[src/rtl/mpq_pkg.sv]
// mpq_pkg: types and constants shared by the max priority queue files.
// No dependencies; compiled first.
package mpq_pkg;

  localparam int VAL_W   = 32;
  localparam int ENT_W   = 7;
  localparam int CAP_W   = 7;
  localparam int STAT_W  = 2;
  localparam int APB_AW  = 3;
  localparam int APB_DW  = 32;

  localparam logic [CAP_W-1:0]  CAP_RESET = 7'd64;

  // operation codes on the input word
  localparam logic CMD_PUSH = 1'b0;
  localparam logic CMD_POP  = 1'b1;

  // result status codes
  localparam logic [STAT_W-1:0] ST_DONE  = 2'd0;
  localparam logic [STAT_W-1:0] ST_FULL  = 2'd1;
  localparam logic [STAT_W-1:0] ST_EMPTY = 2'd2;

  // register index of capacity_limit
  localparam logic REG_CAP = 1'b0;

  // operation broadcast to every cell
  typedef struct packed {
    logic                    push;
    logic                    pop;
    logic signed [VAL_W-1:0] val;
  } mpq_op_t;

  // what one cell shows its neighbours
  typedef struct packed {
    logic                    vld;
    logic                    ge;
    logic signed [VAL_W-1:0] val;
  } mpq_link_t;

endpackage

[src/rtl/mpq_cell.sv]
// mpq_cell: one slot of the sorted systolic queue; holds one value.
// Depends on mpq_pkg for the operation and link structs.
module mpq_cell import mpq_pkg::*; (
  input  logic      clk,
  input  logic      rst_n,
  input  mpq_op_t   op_i,
  input  mpq_link_t up_i,
  input  mpq_link_t dn_i,
  output mpq_link_t own_o
);

  logic                    vld_r, vld_nxt;
  logic signed [VAL_W-1:0] val_r, val_nxt;
  logic                    ge;

  // this slot stays ahead of the incoming value
  assign ge = vld_r && (val_r >= op_i.val);

  // push: keep, take the new value, or shift down; pop: pull up from below
  always_comb begin
    vld_nxt = vld_r;
    val_nxt = val_r;
    if (op_i.push) begin
      if (!ge) begin
        if (up_i.ge) begin
          vld_nxt = 1'b1;
          val_nxt = op_i.val;
        end else begin
          vld_nxt = up_i.vld;
          val_nxt = up_i.val;
        end
      end
    end else if (op_i.pop) begin
      vld_nxt = dn_i.vld;
      val_nxt = dn_i.val;
    end
  end

  always_ff @(posedge clk) begin
    if (!rst_n) begin
      vld_r <= 1'b0;
    end else begin
      vld_r <= vld_nxt;
    end
  end

  always_ff @(posedge clk) begin
    val_r <= val_nxt;
  end

  assign own_o.vld = vld_r;
  assign own_o.ge  = ge;
  assign own_o.val = val_r;

endmodule

[config.mk]
export PLATFORM = sky130hd
export DESIGN_NAME = mpq_cell
export DESIGN_NICKNAME = d
export VERILOG_FILES = /design/src/rtl/mpq_pkg.sv /design/src/rtl/mpq_cell.sv
export SDC_FILE = /design/constraint.sdc
export NUM_CORES = 1
export LEC_CHECK = 0
export ABC_AREA = 1
export BUFFER_PORTS_ARGS = -buffer_cell sky130_fd_sc_hd__buf_2
export CAP_MARGIN = 5
export CORE_ASPECT_RATIO = 1.2
export CORE_UTILIZATION = 35
export DETAILED_ROUTE_END_ITERATION = 7
export PLACE_DENSITY = 0.68
export SKIP_LAST_GASP = 1
export SYNTH_ARGS = -nofsm -noshare
export SYNTH_HDL_FRONTEND = slang
export SYNTH_SLANG_ARGS = --single-unit
[constraint.sdc]
create_clock -name clk -period 9.5 [get_ports clk]
set_input_delay 2.375 -clock clk [delete_from_list [all_inputs] [get_ports clk]]
set_output_delay 2.375 -clock clk [all_outputs]
set_load 0.005 [all_outputs]
==> results.txt <==
Core Box Area -> 0.007189 mm^2
Port bufs -> 136
CP Class -> input pin to output pin
Via count -> 2,605
Post-synth top area share -> 37.08%
Antenna violations before repair -> 1
Cells after Synth -> 331
Top layer in use -> met4
Met2 WL post-DR -> 3.451 mm
Leading area contributor after synthesis -> edfxtp_1
Total power -> 0.4225 mW
Antenna Cells -> 0
Placed Area -> 0.003321 mm^2
Post-synthesis sequential area ratio -> 37.86%
Global route overflow -> 0
Slowest-stage cell, CP -> ha_1
Setup ws final -> 3.253 ns
Synth-to-layout area growth -> 31.24%
Setup total negative slack -> 0 ns
Final hold slack -> 0.6079 ns
Seq cells post-synth -> 33
Die width -> 80.55 um
Hold Path Origin -> vld_r
Cell mode on critical path -> nand2_1
Max cap viols -> 0
# setup viols final -> 0
Critical Path RT -> 7.13 ns
Rel. slew slack -> 24.36%
Status -> complete, no violations
Minimum clock period -> 6.247 ns
First-pass GRT wire length -> 10.54 mm
Post-Layout Cell Count -> 551
H-tree depth -> 2
GP Congestion -> 0.7336
CP cell instances -> buf_2, inv_1, ha_1, nand2_1, nor2_2, nand2_2, nor3b_2, nand2_1, nand3_1, nand3_2, nand2_1, inv_1, buf_2
Placed Cells -> 543
Reg-to-Reg Start -> val_r[31]
Via density -> 4.728
Max Fanout on Critical Path -> 4
Utilization after layout -> 47.30%
Number of global-route vias before repair -> 2,460
PwrDens -> 124.2 mW/mm^2
Synth Area per Inst -> 7.829 um^2
Crit. Startpoint -> op_i[31]
Crit. End Element -> output pin
Iteration-0 DRC Markers -> 69
Wl on met1 -> 2.865 mm
Post-route ant nets -> 0
Drt drc -> 0
Worst setup SP type -> input pin
CP max stage delay -> 0.32 ns
RSZ-0062 raised after global routing -> no
Leak -> 1.786 nW
Largest net degree at the start of global routing -> 38
Multi-input logic area -> 0.001374 mm^2
Reg area -> 980.9 um^2
Post-CTS Resized -> 0
CTS tree -> yes
Metal3 WL -> 309 um
Die Y -> 96.26 um
First-pass iteration count of the detailed router -> 4
Number of fill cells -> 733
Number of post-CTS setup repair buffers -> 0
Clock Skew -> 0.007595 ns
CTS clk-pin slew, worst paths -> 0.07 ns
Cts bufs inserted -> 5
Worst hold path class -> flip-flop to flip-flop
Post-CTS Hold Buffers -> 0
Clock Tree Buf Depth -> 2
Post-Route WL -> 6.730 mm
Endpoints failing hold -> 0
Synth warn -> 0
Fraction of layout cells with a size suffix above 1 -> 33.62%
Fmax -> 160.1 MHz
DP HPWL -> 5.136 mm
Final worst-path cycle share -> 65.75%
Root Buffer Master -> clkbuf_8
Number of nets in the layout -> 596
Number of clock sinks -> 33
WL/cell -> 12.21 um
Clk_lat worst skew -> 0.29 ns
Syn Nets -> 467
Die ar. -> 0.007753 mm^2
Pre-CTS WS -> 3.219 ns
Max VDD drop -> 0.05100 mV
Cell variety after synth -> 30
Initial Util -> 36.04%
Largest cells by area after synthesis -> edfxtp_1 37%, ha_1 15%, o21ai_0 12%, nand2_1 9.7%, inv_1 5.9%
CP arrival -> 3.87 ns
Tot GR Track Use -> 17.65%
Worst slew pin tran -> 1.133 ns
Core Rows -> 34
Cell Area, Synth -> 0.002591 mm^2
Fin area -> 0.003401 mm^2
CP bufs+invs -> 4
Crit-path leading delay family -> simple AND/OR/NAND/NOR gates
Final Max Slew Viols -> 0
I/O pin count -> 138
[cell usage in the layout (no fill, tap or decap), types with 2 or more instances in the layout]
master / count
nand3_2: 3
clkbuf_8: 5
ha_1: 32
clkbuf_1: 3
o21a_1: 2
a21oi_1: 13
nand3_1: 2
nor2_2: 2
nand2_2: 2
inv_1: 41
inv_2: 2
edfxtp_1: 32
buf_2: 136
o21ai_0: 61
nor2_1: 38
o21ai_1: 6
a21o_1: 2
nand2_1: 67
[cell families after synthesis]
family / count (synthesis) / synth area share (%)
AOI/OAI and AO/OA: 87 / 17.53
DFF: 33 / 37.86
buffers and inverters: 59 / 9.126
adders and majority gates: 32 / 15.45
and+or+nand+nor: 120 / 20.04
[flip-flops by register name (all words and copies together), names as in the netlist]
name	cells
vld_r	1
val_r	32
[tightest hold or removal path, stage by stage (launching register included)]
cell,delay [ns]
dfxtp_1,0.34
nand3_2,0.09
nand3_2,0.05
nand2_1,0.05
inv_1,0.03
[cells in the mapped netlist]
library cell	instances
nor3b_2	1
a21oi_1	13
buf_6	1
a21oi_2	1
nand4_4	1
nand4_1	1
edfxtp_1	32
nand3_2	3
a21o_1	2
buf_4	2
ha_1	32
clkinv_1	1
o22ai_1	1
nand2_2	2
o21ai_0	61
o21ai_1	6
o21a_2	1
buf_1	3
and2_1	1
dfxtp_1	1
clkbuf_1	9
or2_1	1
nand2_1	67
inv_2	2
nand3_1	2
nor2_1	38
inv_1	41
nor2_2	2
o21a_1	2
nand3b_1	1
[worst paths after layout]
| check | slack, ns | endpoint | cells after the start |
|---|---|---|---|
| min | 0.61 | vld_r | 4 |
| max | 3.25 | own_o[32] | 13 |
| max reg2reg | 6.97 | val_r[11] | 11 |
| min reg2reg | 0.61 | vld_r | 4 |
[report_power, final]
| group | internal (mW) | switching, mW |
|---|---|---|
| sequential | 0.181 | 0.00869 |
| clock | 0.0521 | 0.0518 |
| combinational | 0.0584 | 0.0700 |
[per-layer routing]
metal  up-vias  global-route usage (%)
met2        77                   32.77
met4         0                   6.101
met1      1162                   20.25
met3        11                   2.844
met5         -                       0
li1       1355                       -
[cell type report]
type	count	area share, %
multi-input cells	239	40.40
flip-flops and latches	33	28.84
well taps	90	3.311
inverters	44	4.857
clock buffers	8	2.355
repair buffers	137	20.24
Power figures use the tool's default switching activity.
