===== config.mk =====
export PLATFORM = sky130hd
export DESIGN_NAME = mpq_cfg
export DESIGN_NICKNAME = d
export VERILOG_FILES = /design/src/rtl/mpq_pkg.sv /design/src/rtl/mpq_cfg.sv
export SDC_FILE = /design/constraint.sdc
export NUM_CORES = 1
export LEC_CHECK = 0
export ABC_AREA = 1
export BUFFER_PORTS_ARGS = -buffer_cell sky130_fd_sc_hd__buf_2
export CAP_MARGIN = 20
export CORE_MARGIN = 1
export CORE_UTILIZATION = 30
export CTS_CLUSTER_SIZE = 14
export DETAILED_ROUTE_END_ITERATION = 7
export PLACE_DENSITY = 0.85
export SYNTH_ARGS = -nofsm -noshare
export SYNTH_HDL_FRONTEND = slang
export SYNTH_SLANG_ARGS = --single-unit

===== constraint.sdc =====
create_clock -name clk -period 0.8 [get_ports clk]
set_input_delay 0.08 -clock clk [delete_from_list [all_inputs] [get_ports clk]]
set_output_delay 0.08 -clock clk [all_outputs]
set_load 0.01 [all_outputs]

===== src/rtl/mpq_pkg.sv =====
// mpq_pkg: types and constants shared by the max priority queue files.
// No dependencies; compiled first.
package mpq_pkg;

  localparam int VAL_W   = 32;
  localparam int ENT_W   = 7;
  localparam int CAP_W   = 7;
  localparam int STAT_W  = 2;
  localparam int APB_AW  = 3;
  localparam int APB_DW  = 32;

  localparam logic [CAP_W-1:0]  CAP_RESET = 7'd64;

  // operation codes on the input word
  localparam logic CMD_PUSH = 1'b0;
  localparam logic CMD_POP  = 1'b1;

  // result status codes
  localparam logic [STAT_W-1:0] ST_DONE  = 2'd0;
  localparam logic [STAT_W-1:0] ST_FULL  = 2'd1;
  localparam logic [STAT_W-1:0] ST_EMPTY = 2'd2;

  // register index of capacity_limit
  localparam logic REG_CAP = 1'b0;

  // operation broadcast to every cell
  typedef struct packed {
    logic                    push;
    logic                    pop;
    logic signed [VAL_W-1:0] val;
  } mpq_op_t;

  // what one cell shows its neighbours
  typedef struct packed {
    logic                    vld;
    logic                    ge;
    logic signed [VAL_W-1:0] val;
  } mpq_link_t;

endpackage


===== src/rtl/mpq_cfg.sv =====
// mpq_cfg: APB-style register port holding capacity_limit.
// Depends on mpq_pkg for widths, reset value and register index.
module mpq_cfg import mpq_pkg::*; (
  input  logic              clk,
  input  logic              rst_n,
  input  logic              psel,
  input  logic              penable,
  input  logic              pwrite,
  input  logic [APB_AW-1:0] paddr,
  input  logic [APB_DW-1:0] pwdata,
  output logic [APB_DW-1:0] prdata,
  output logic              pready,
  output logic [CAP_W-1:0]  cap_o
);

  logic [CAP_W-1:0] cap_r, cap_nxt;
  logic             hit;

  assign hit    = (paddr[APB_AW-1] == REG_CAP);
  assign pready = 1'b1;

  // write on the access phase
  always_comb begin
    cap_nxt = cap_r;
    if (psel && penable && pwrite && hit) begin
      cap_nxt = pwdata[CAP_W-1:0];
    end
  end

  always_ff @(posedge clk) begin
    if (!rst_n) begin
      cap_r <= CAP_RESET;
    end else begin
      cap_r <= cap_nxt;
    end
  end

  assign prdata = hit ? APB_DW'(cap_r) : '0;
  assign cap_o  = cap_r;

endmodule

==> results.json, run 1 <==
{
  "fin_area_um2": 739,
  "dpl_cell_area_um2": 653,
  "fin_crit_sh_pct": 115,
  "initial_core_util_pct": 33.3,
  "cts_root_buf": "clkbuf_4",
  "final_nets": 161,
  "pre_cts_slack_ns": 0.0584,
  "drt_iter0_drc": 3,
  "antenna_found_initial": 0,
  "cp_data_arrival_time_ns": 0.84,
  "seq_area_frac_synth_pct": 23.3,
  "hold_buffers": 0,
  "async_flop_share_pct": 0,
  "yosys.area.top_type": "buf_4",
  "areaGrowthSynthToFinish_pct": 23.1,
  "htreeDepth": 1,
  "synth-edff-count": 0,
  "avgSynthCellArea_um2": 6.67,
  "hold_viol_final": 0,
  "slew_violations": 0,
  "drive_gt1_share_pct": 42.5,
  "synthFlopType": "dfxtp_1",
  "cts_tree": "built",
  "violations": "negative setup slack",
  "gp_congestion": 0.774,
  "grt_usage_pct": 9.97,
  "min_period_ns": 0.919,
  "clock_sinks": 7,
  "cp.required_ns": 0.72,
  "grt_pass1_vias": 384,
  "ys_ff_latch": 7,
  "cts_buffers": 3,
  "synth_most_common_cell": "buf_4",
  "cp-end-kind": "output pin",
  "drt_wl_total_um": 1050,
  "crit_type": "flip-flop to output pin",
  "remaining_drc_errors": 0,
  "dieArea_um2": 2180,
  "grt_first_pass_wirelength_um": 1470,
  "fin_ws_ns": -0.119,
  "syn_inst": 90,
  "power.density_nw_per_um2": 1220,
  "num_vias": 507,
  "cp-start-kind": "flip-flop",
  "max_freq_mhz": 1090,
  "ys_warn_count": 0,
  "netlist_top_cells_count": "buf_4, nor2_1, inv_1",
  "largest_register_ffs": 7,
  "r2r_slack_ns": 0.10,
  "crit_fanout": 3,
  "diodes": 0,
  "hpwl_um": 834,
  "die_y_um": 46.7,
  "clk_pin_slew_worst_paths_ns": 0.05,
  "clockBufferDepth": 2,
  "io_pins": 80,
  "rsz0062_at_grt": "yes",
  "final.setup.tns_ns": -0.749,
  "core_um2": 1800,
  "port_buffers": 26,
  "overflow": 0,
  "insertion_delay_ns": 0.24,
  "skew_ns": 0,
  "hold_path_class": "primary input to flip-flop",
  "row_count": 15,
  "max_cap_violations": 0,
  "synth_top_area_share_pct": 32.5,
  "syn_area_um2": 601,
  "ys_top_cells_by_area": "buf_4, dfxtp_1, nor2_1",
  "drt_pass1_iterations": 4,
  "p_total_w": 0.000901,
  "vdd_ir_drop_max_v": 0.000627,
  "status": "finished with violations",
  "via_per_inst": 3.50,
  "synth.distinct_cells": 14,
  "ant_nets": 0,
  "grt_start_max_net_pins": 8,
  "leakage_nw": 0.452,
  "final-setup-viol-count": 7,
  "wl_per_cell_um": 7.21,
  "die_w_um": 46.7
}
==> per-stage QoR <==
step | cells | hold WS (ns) | util, %
final | 145 | 0.0614 | 41.0
after global routing | 145 | 0.0649 | 41.0
after detailed placement | 139 | 0.316 | 36.3
after global placement | 139 | 0.292 | 36.3
after floorplan | 114 | 0.165 | -
after CTS | 143 | 0.0610 | 38.2
==> timing repair <==
action,in CTS,in global routing
endpoints found under the setup margin,13,14
resized for setup,8,11
buffers inserted,0,2
pin swaps,1,4
==> final cells by class <==
| cell class | instances | area (um2) |
|---|---|---|
| Fill cell | 202 | 1060 |
| Multi-Input combinational cell | 64 | 289 |
| Timing Repair Buffer | 29 | 184 |
| Sequential cell | 7 | 149 |
| Inverter | 16 | 60.1 |
| Tap cell | 25 | 31.3 |
| Clock buffer | 4 | 26.3 |
==> layout by cell type (no fill, tap or decap), drive strengths merged <==
cell type,Yosys,final
nand3,7,7
inv,16,16
dfxtp,7,7
o21ai,1,1
conb,2,26
nor2,21,21
buf,27,29
nand2,9,9
clkbuf,0,4
==> power by group <==
part	leakage, nW	internal, W	switching, W	total (W)
clock	0.0150	0.000189	0.000113	0.000302
sequential	0.0593	0.000365	0.0000116	0.000376
combinational	0.378	0.0000792	0.000143	0.000222
==> cell families (layout without fill, tap and decap cells) <==
logic type	Yosys count	after routing	synth area share (%)
and+or+nand+nor	37	37	30.2
DFF	7	7	23.3
other	2	26	1.25
AOI/OAI and AO/OA	1	1	0.833
buffers and inverters	43	49	44.4
==> worst paths after layout <==
path / from / end / cells past startpoint
hold reg to reg: cap_o[5]$_SDFFE_PN0P_ / cap_o[5]$_SDFFE_PN0P_ / 2
setup reg to reg: cap_o[4]$_SDFFE_PN0P_ / cap_o[4]$_SDFFE_PN0P_ / 3
setup / recovery: cap_o[2]$_SDFFE_PN0P_ / prdata[2] / 3
hold / removal: pwdata[6] / cap_o[6]$_SDFFE_PN1P_ / 3
==> critical path: stages (launching register included) <==
cell     delay (ns)
dfxtp_2        0.34
inv_1          0.04
nor2_1         0.08
buf_2          0.13
==> layer usage <==
| layer | up-vias | share of wire [%] | track usage, % | wire (um) |
|---|---|---|---|---|
| met1 | 197 | 37 | 11.0 | 389 |
| met2 | 35 | 49 | 15.6 | 513 |
| li1 | 269 | - | - | - |
| met5 | - | 0 | 0 | 0 |
| met3 | 6 | 8.7 | 2.31 | 91 |
| met4 | 0 | 4.9 | 9.71 | 51 |
(Power assumes the default switching activity.)
==> inputs of run 2 (changes only) <==
- PLACE_DENSITY: 0.85 -> 0.78
==> results.json, run 2 (same netlist as run 1, synthesis figures left out) <==
{
  "slew_violations": 0,
  "cts_root_buf": "clkbuf_4",
  "cp-end-kind": "output pin",
  "cp_cell_sequence": "inv_1 -> nor2_1 -> buf_2",
  "overflow": 0,
  "gp_congestion": 0.725,
  "fillCellCount": 198,
  "via_per_inst": 3.64,
  "grt_start_max_net_pins": 10,
  "fin_area_um2": 778,
  "min_from": "pwdata[6]",
  "busiest_layer": "met2",
  "rr_startpoint": "cap_o[3]$_SDFFE_PN0P_",
  "power.density_nw_per_um2": 1210,
  "grt_usage_pct": 10.5,
  "clk_pin_slew_worst_paths_ns": 0.05,
  "die_w_um": 46.7,
  "hold_path_class": "primary input to flip-flop",
  "drt_pass1_iterations": 4,
  "cpLargestDelayFamily": "flip-flops",
  "antenna_found_initial": 0,
  "cp_slowest_cell": "dfxtp_2",
  "crit_fanout": 3,
  "hpwl_um": 871,
  "wl_per_cell_um": 7.74,
  "row_count": 15,
  "max_cap_violations": 0,
  "cp-start-kind": "flip-flop",
  "hold_buffers": 0,
  "final.setup.tns_ns": -1.12,
  "crit_type": "flip-flop to output pin",
  "leakage_nw": 0.477,
  "status": "finished with violations",
  "drive_gt1_share_pct": 41.9,
  "final-setup-viol-count": 11,
  "grt_pass1_vias": 409,
  "fin_ws_ns": -0.119,
  "min_period_ns": 0.919,
  "use_met1_pct": 10.5,
  "post-place-cells": 138,
  "io_pins": 80,
  "critPathMaxStageDelay_ns": 0.34,
  "clock_sinks": 7,
  "drt_iter0_drc": 9,
  "hold_viol_final": 0,
  "die_y_um": 46.7,
  "utilization_pct": 43.2,
  "rsz0062_at_grt": "yes",
  "drt_wl_total_um": 1150,
  "largest_register_ffs": 7,
  "final_nets": 165,
  "core_um2": 1800,
  "port_buffers": 26,
  "insertion_delay_ns": 0.25,
  "cts_buffers": 3,
  "max_freq_mhz": 1090,
  "final_common_cell": "conb_1",
  "critPathLaunch": "cap_o[1]$_SDFFE_PN0P_",
  "diodes": 0,
  "ant_nets": 0,
  "remaining_drc_errors": 0,
  "fin_crit_sh_pct": 115,
  "violations": "negative setup slack",
  "multi_input_area_um2": 284,
  "cts_tree": "built",
  "initial_core_util_pct": 33.3,
  "htreeDepth": 1,
  "worst-path-buf-inv": 2,
  "skew_ns": 0,
  "mostFrequentLayoutCells": "conb_1, buf_2, nor2_1, inv_1, buf_6",
  "cp.required_ns": 0.72,
  "clockBufferDepth": 2,
  "num_vias": 543,
  "dpl_cell_area_um2": 646,
  "use_met3_pct": 0,
  "vdd_ir_drop_max_v": 0.000550,
  "grt_first_pass_wirelength_um": 1550,
  "instances_no_fill": 149,
  "regArea_um2": 149,
  "use_met2_pct": 19.2,
  "cp_data_arrival_time_ns": 0.84,
  "dieArea_um2": 2180,
  "areaGrowthSynthToFinish_pct": 29.6
}
## run 2: cell count changes in the layout (fill, tap and decap cells not counted)
cell / previous run / this run
buf_6: 5 / 8
buf_2: 21 / 20
nor2_2: 2 / 0
buf_4: 3 / 5
inv_1: 10 / 11
nor2_1: 17 / 19
inv_2: 6 / 5
## run 2: metrics by stage
| stage | setup WS (ns) | hold slack (ns) | power [W] |
|---|---|---|---|
| 2_1_floorplan | 0.139 | 0.165 | 0.000611 |
| 3_3_place_gp | 0.0693 | 0.290 | 0.000574 |
| 3_5_place_dp | 0.0155 | 0.321 | 0.000577 |
| 4_1_cts | -0.134 | 0.0521 | 0.000925 |
| 5_1_grt | -0.177 | 0.0854 | 0.000995 |
| 6_report | -0.119 | 0.0603 | 0.000939 |
## run 2: routing by layer
metal,vias up,share of wire [%]
met5,-,0
met4,0,1.0
met3,2,6.8
met2,33,54
met1,232,38
li1,276,-
## run 2: layout make-up
class,count,area share (%)
Clock buffer,4,3.38
Inverter,16,7.72
Multi-Input combinational cell,64,36.5
Sequential cell,7,19.1
Tap cell,25,4.02
Timing Repair Buffer,33,29.3
## run 2: timing repair
item,in CTS,in global routing
gates resized for setup,10,9
gates cloned,0,0
setup buffers,2,5
pin swaps,0,4
endpoints found under the setup margin,14,14
## run 2: where the power goes
| part | leakage [nW] | switching (W) | internal (W) |
|---|---|---|---|
| Clock | 0.0150 | 0.000138 | 0.000191 |
| Sequential | 0.0593 | 0.0000103 | 0.000364 |
| Combinational | 0.403 | 0.000146 | 0.0000891 |
| Total | 0.477 | 0.000295 | 0.000644 |
## run 2: worst paths after layout
kind,to,slack [ns],cells past startpoint
max,prdata[1],-0.12,3
min,cap_o[6]$_SDFFE_PN1P_,0.06,3
max reg2reg,cap_o[3]$_SDFFE_PN0P_,0.02,4
min reg2reg,cap_o[2]$_SDFFE_PN0P_,0.49,2
## run 2: worst register-to-register path, cell delays in order, from the launching register on
cell	delay, ns
dfxtp_2	0.32
buf_6	0.11
buf_4	0.12
nor2_1	0.07
nor2_1	0.05
==> inputs of run 3 (changes only) <==
- ABC_AREA: 1 -> 0
- CELL_PAD_IN_SITES_DETAIL_PLACEMENT: not set -> 1
- CELL_PAD_IN_SITES_GLOBAL_PLACEMENT: not set -> 2
- CORE_UTILIZATION: 30 -> 12
- PLACE_DENSITY: 0.78 -> not set
- PLACE_DENSITY_LB_ADDON: not set -> 0.1
==> results.json, run 3 <==
{
  "synth_top_area_share_pct": 35.1,
  "cp_slowest_cell": "dfxtp_2",
  "core_um2": 4410,
  "mostFrequentLayoutCells": "conb_1, buf_6, buf_2, nand2_1, buf_4",
  "grt_usage_pct": 6.01,
  "pre_cts_slack_ns": -0.0916,
  "syn_inst": 66,
  "clockBufferDepth": 2,
  "post-place-cells": 143,
  "initial_core_util_pct": 12.6,
  "ys_top_cells_by_area": "buf_4, dfxtp_1, mux2i_1",
  "gp_congestion": 0.563,
  "async_flop_share_pct": 0,
  "seq_area_frac_synth_pct": 25.2,
  "die_y_um": 70.1,
  "skew_ns": 0,
  "dpl_cell_area_um2": 667,
  "hpwl_um": 1120,
  "final.setup.tns_ns": -1.19,
  "cts_buffers": 3,
  "wl_per_cell_um": 9.34,
  "min_period_ns": 0.926,
  "remaining_drc_errors": 0,
  "ys_warn_count": 0,
  "fin_crit_sh_pct": 116,
  "grt_first_pass_wirelength_um": 2260,
  "crit_fanout": 2,
  "cp_cell_sequence": "and2b_2 -> buf_6",
  "syn_area_um2": 557,
  "power.density_nw_per_um2": 1200,
  "grt_start_max_net_pins": 9,
  "grt_pass1_vias": 468,
  "synth.distinct_cells": 10,
  "cpLargestDelayFamily": "flip-flops",
  "drt_wl_total_um": 1470,
  "p_total_w": 0.00107,
  "drt_iter0_drc": 9,
  "fin_ws_ns": -0.126,
  "crit_type": "flip-flop to output pin",
  "clk_pin_slew_worst_paths_ns": 0.04,
  "fin_area_um2": 897,
  "synth-edff-count": 0,
  "clock_sinks": 7,
  "slew_violations": 0,
  "max_freq_mhz": 1080,
  "cp_data_arrival_time_ns": 0.85,
  "antenna_found_initial": 0,
  "cts_tree": "built",
  "critPathMaxStageDelay_ns": 0.32,
  "row_count": 24,
  "insertion_delay_ns": 0.23,
  "final_nets": 146,
  "areaGrowthSynthToFinish_pct": 61.1,
  "via_per_inst": 3.11,
  "ant_nets": 0,
  "cp.required_ns": 0.72,
  "diodes": 0,
  "drt_pass1_iterations": 2,
  "leakage_nw": 0.456,
  "max_cap_violations": 0,
  "netlist_top_cells_count": "buf_4, nand2_1, and2b_2, dfxtp_1, mux2i_1",
  "cts_root_buf": "clkbuf_8",
  "instances_no_fill": 157,
  "htreeDepth": 1,
  "largest_register_ffs": 7,
  "violations": "negative setup slack",
  "vdd_ir_drop_max_v": 0.000500,
  "r2r_slack_ns": 0.04,
  "synth_most_common_cell": "buf_4",
  "final-setup-viol-count": 14,
  "avgSynthCellArea_um2": 8.44,
  "cp-end-kind": "output pin",
  "dieArea_um2": 4920,
  "overflow": 0,
  "ys_ff_latch": 7,
  "status": "finished with violations",
  "rsz0062_at_grt": "yes",
  "hold_viol_final": 0,
  "io_pins": 80,
  "worst-path-buf-inv": 1,
  "hold_path_class": "primary input to flip-flop",
  "die_w_um": 70.1,
  "num_vias": 489,
  "drive_gt1_share_pct": 54.3,
  "final_common_cell": "conb_1",
  "synthFlopType": "dfxtp_1",
  "port_buffers": 26,
  "yosys.area.top_type": "buf_4",
  "cp-start-kind": "flip-flop"
}
## run 3: cell types whose count changed in the layout (fill, tap and decap cells not counted), sizes merged
cell and delta:
buf +6, o21ai -1, inv -16, and2b +7, mux2i +7, nand2 +3, nor2b +2, nor2 -21
and4b +1, nand3 -7
## run 3: final cells by class
class                   count  area, um2
clock buffers               4       45.0
flip-flops and latches      7        149
well taps                  52       65.1
repair buffers             39        339
fillers                   541       3520
multi-input cells          55        299
## run 3: stage by stage
stage	util, %	hold WS (ns)
after floorplan	-	0.222
after global placement	15.1	0.334
after detailed placement	15.1	0.344
after CTS	19.5	0.0951
after global routing	20.3	0.105
final	20.3	0.0941
## run 3: path summary, 6_finish.rpt
check                                           start                    end  depth (start not counted)
worst min register to register  cap_o[5]$_SDFFE_PN0P_  cap_o[5]$_SDFFE_PN0P_                          3
worst max-delay path            cap_o[2]$_SDFFE_PN0P_              prdata[2]                          2
worst max register to register  cap_o[3]$_SDFFE_PN0P_  cap_o[3]$_SDFFE_PN0P_                          4
worst min-delay path                        pwdata[0]  cap_o[0]$_SDFFE_PN0P_                          3
## run 3: layer usage
metal / global-route usage, % / part of all wire [%] / up-vias
met2: 9.83 / 47 / 31
met3: 3.90 / 11 / 2
met1: 6.74 / 41 / 227
li1: - / - / 229
met4: 0.667 / 0.41 / 0
met5: 0 / 0 / -
## run 3: what timing repair did
| action | CTS | global route |
|---|---|---|
| setup endpoints to repair | 13 | 14 |
| resized for setup | 21 | 4 |
| pin swaps | 0 | 0 |
| setup buffers | 7 | 3 |
| gates cloned | 0 | 0 |
| hold buffers | 0 | 0 |
## run 3: worst reg2reg max path: stages (launching register included)
cell and delay [ns]:
dfxtp_2 0.32, buf_6 0.11, buf_4 0.12, nand2_1 0.05
mux2i_1 0.05
## run 3: cell families after synthesis
group,share of synthesized area (%)
buffers and inverters,37.8
other,1.35
flip-flops,25.2
multiplexers,12.6
AND/OR/NAND/NOR,23.1
## run 3: where the power goes
part	internal, W	switching (W)
Sequential	0.000360	0.00000453
Clock	0.000345	0.000157
Combinational	0.0000927	0.000115
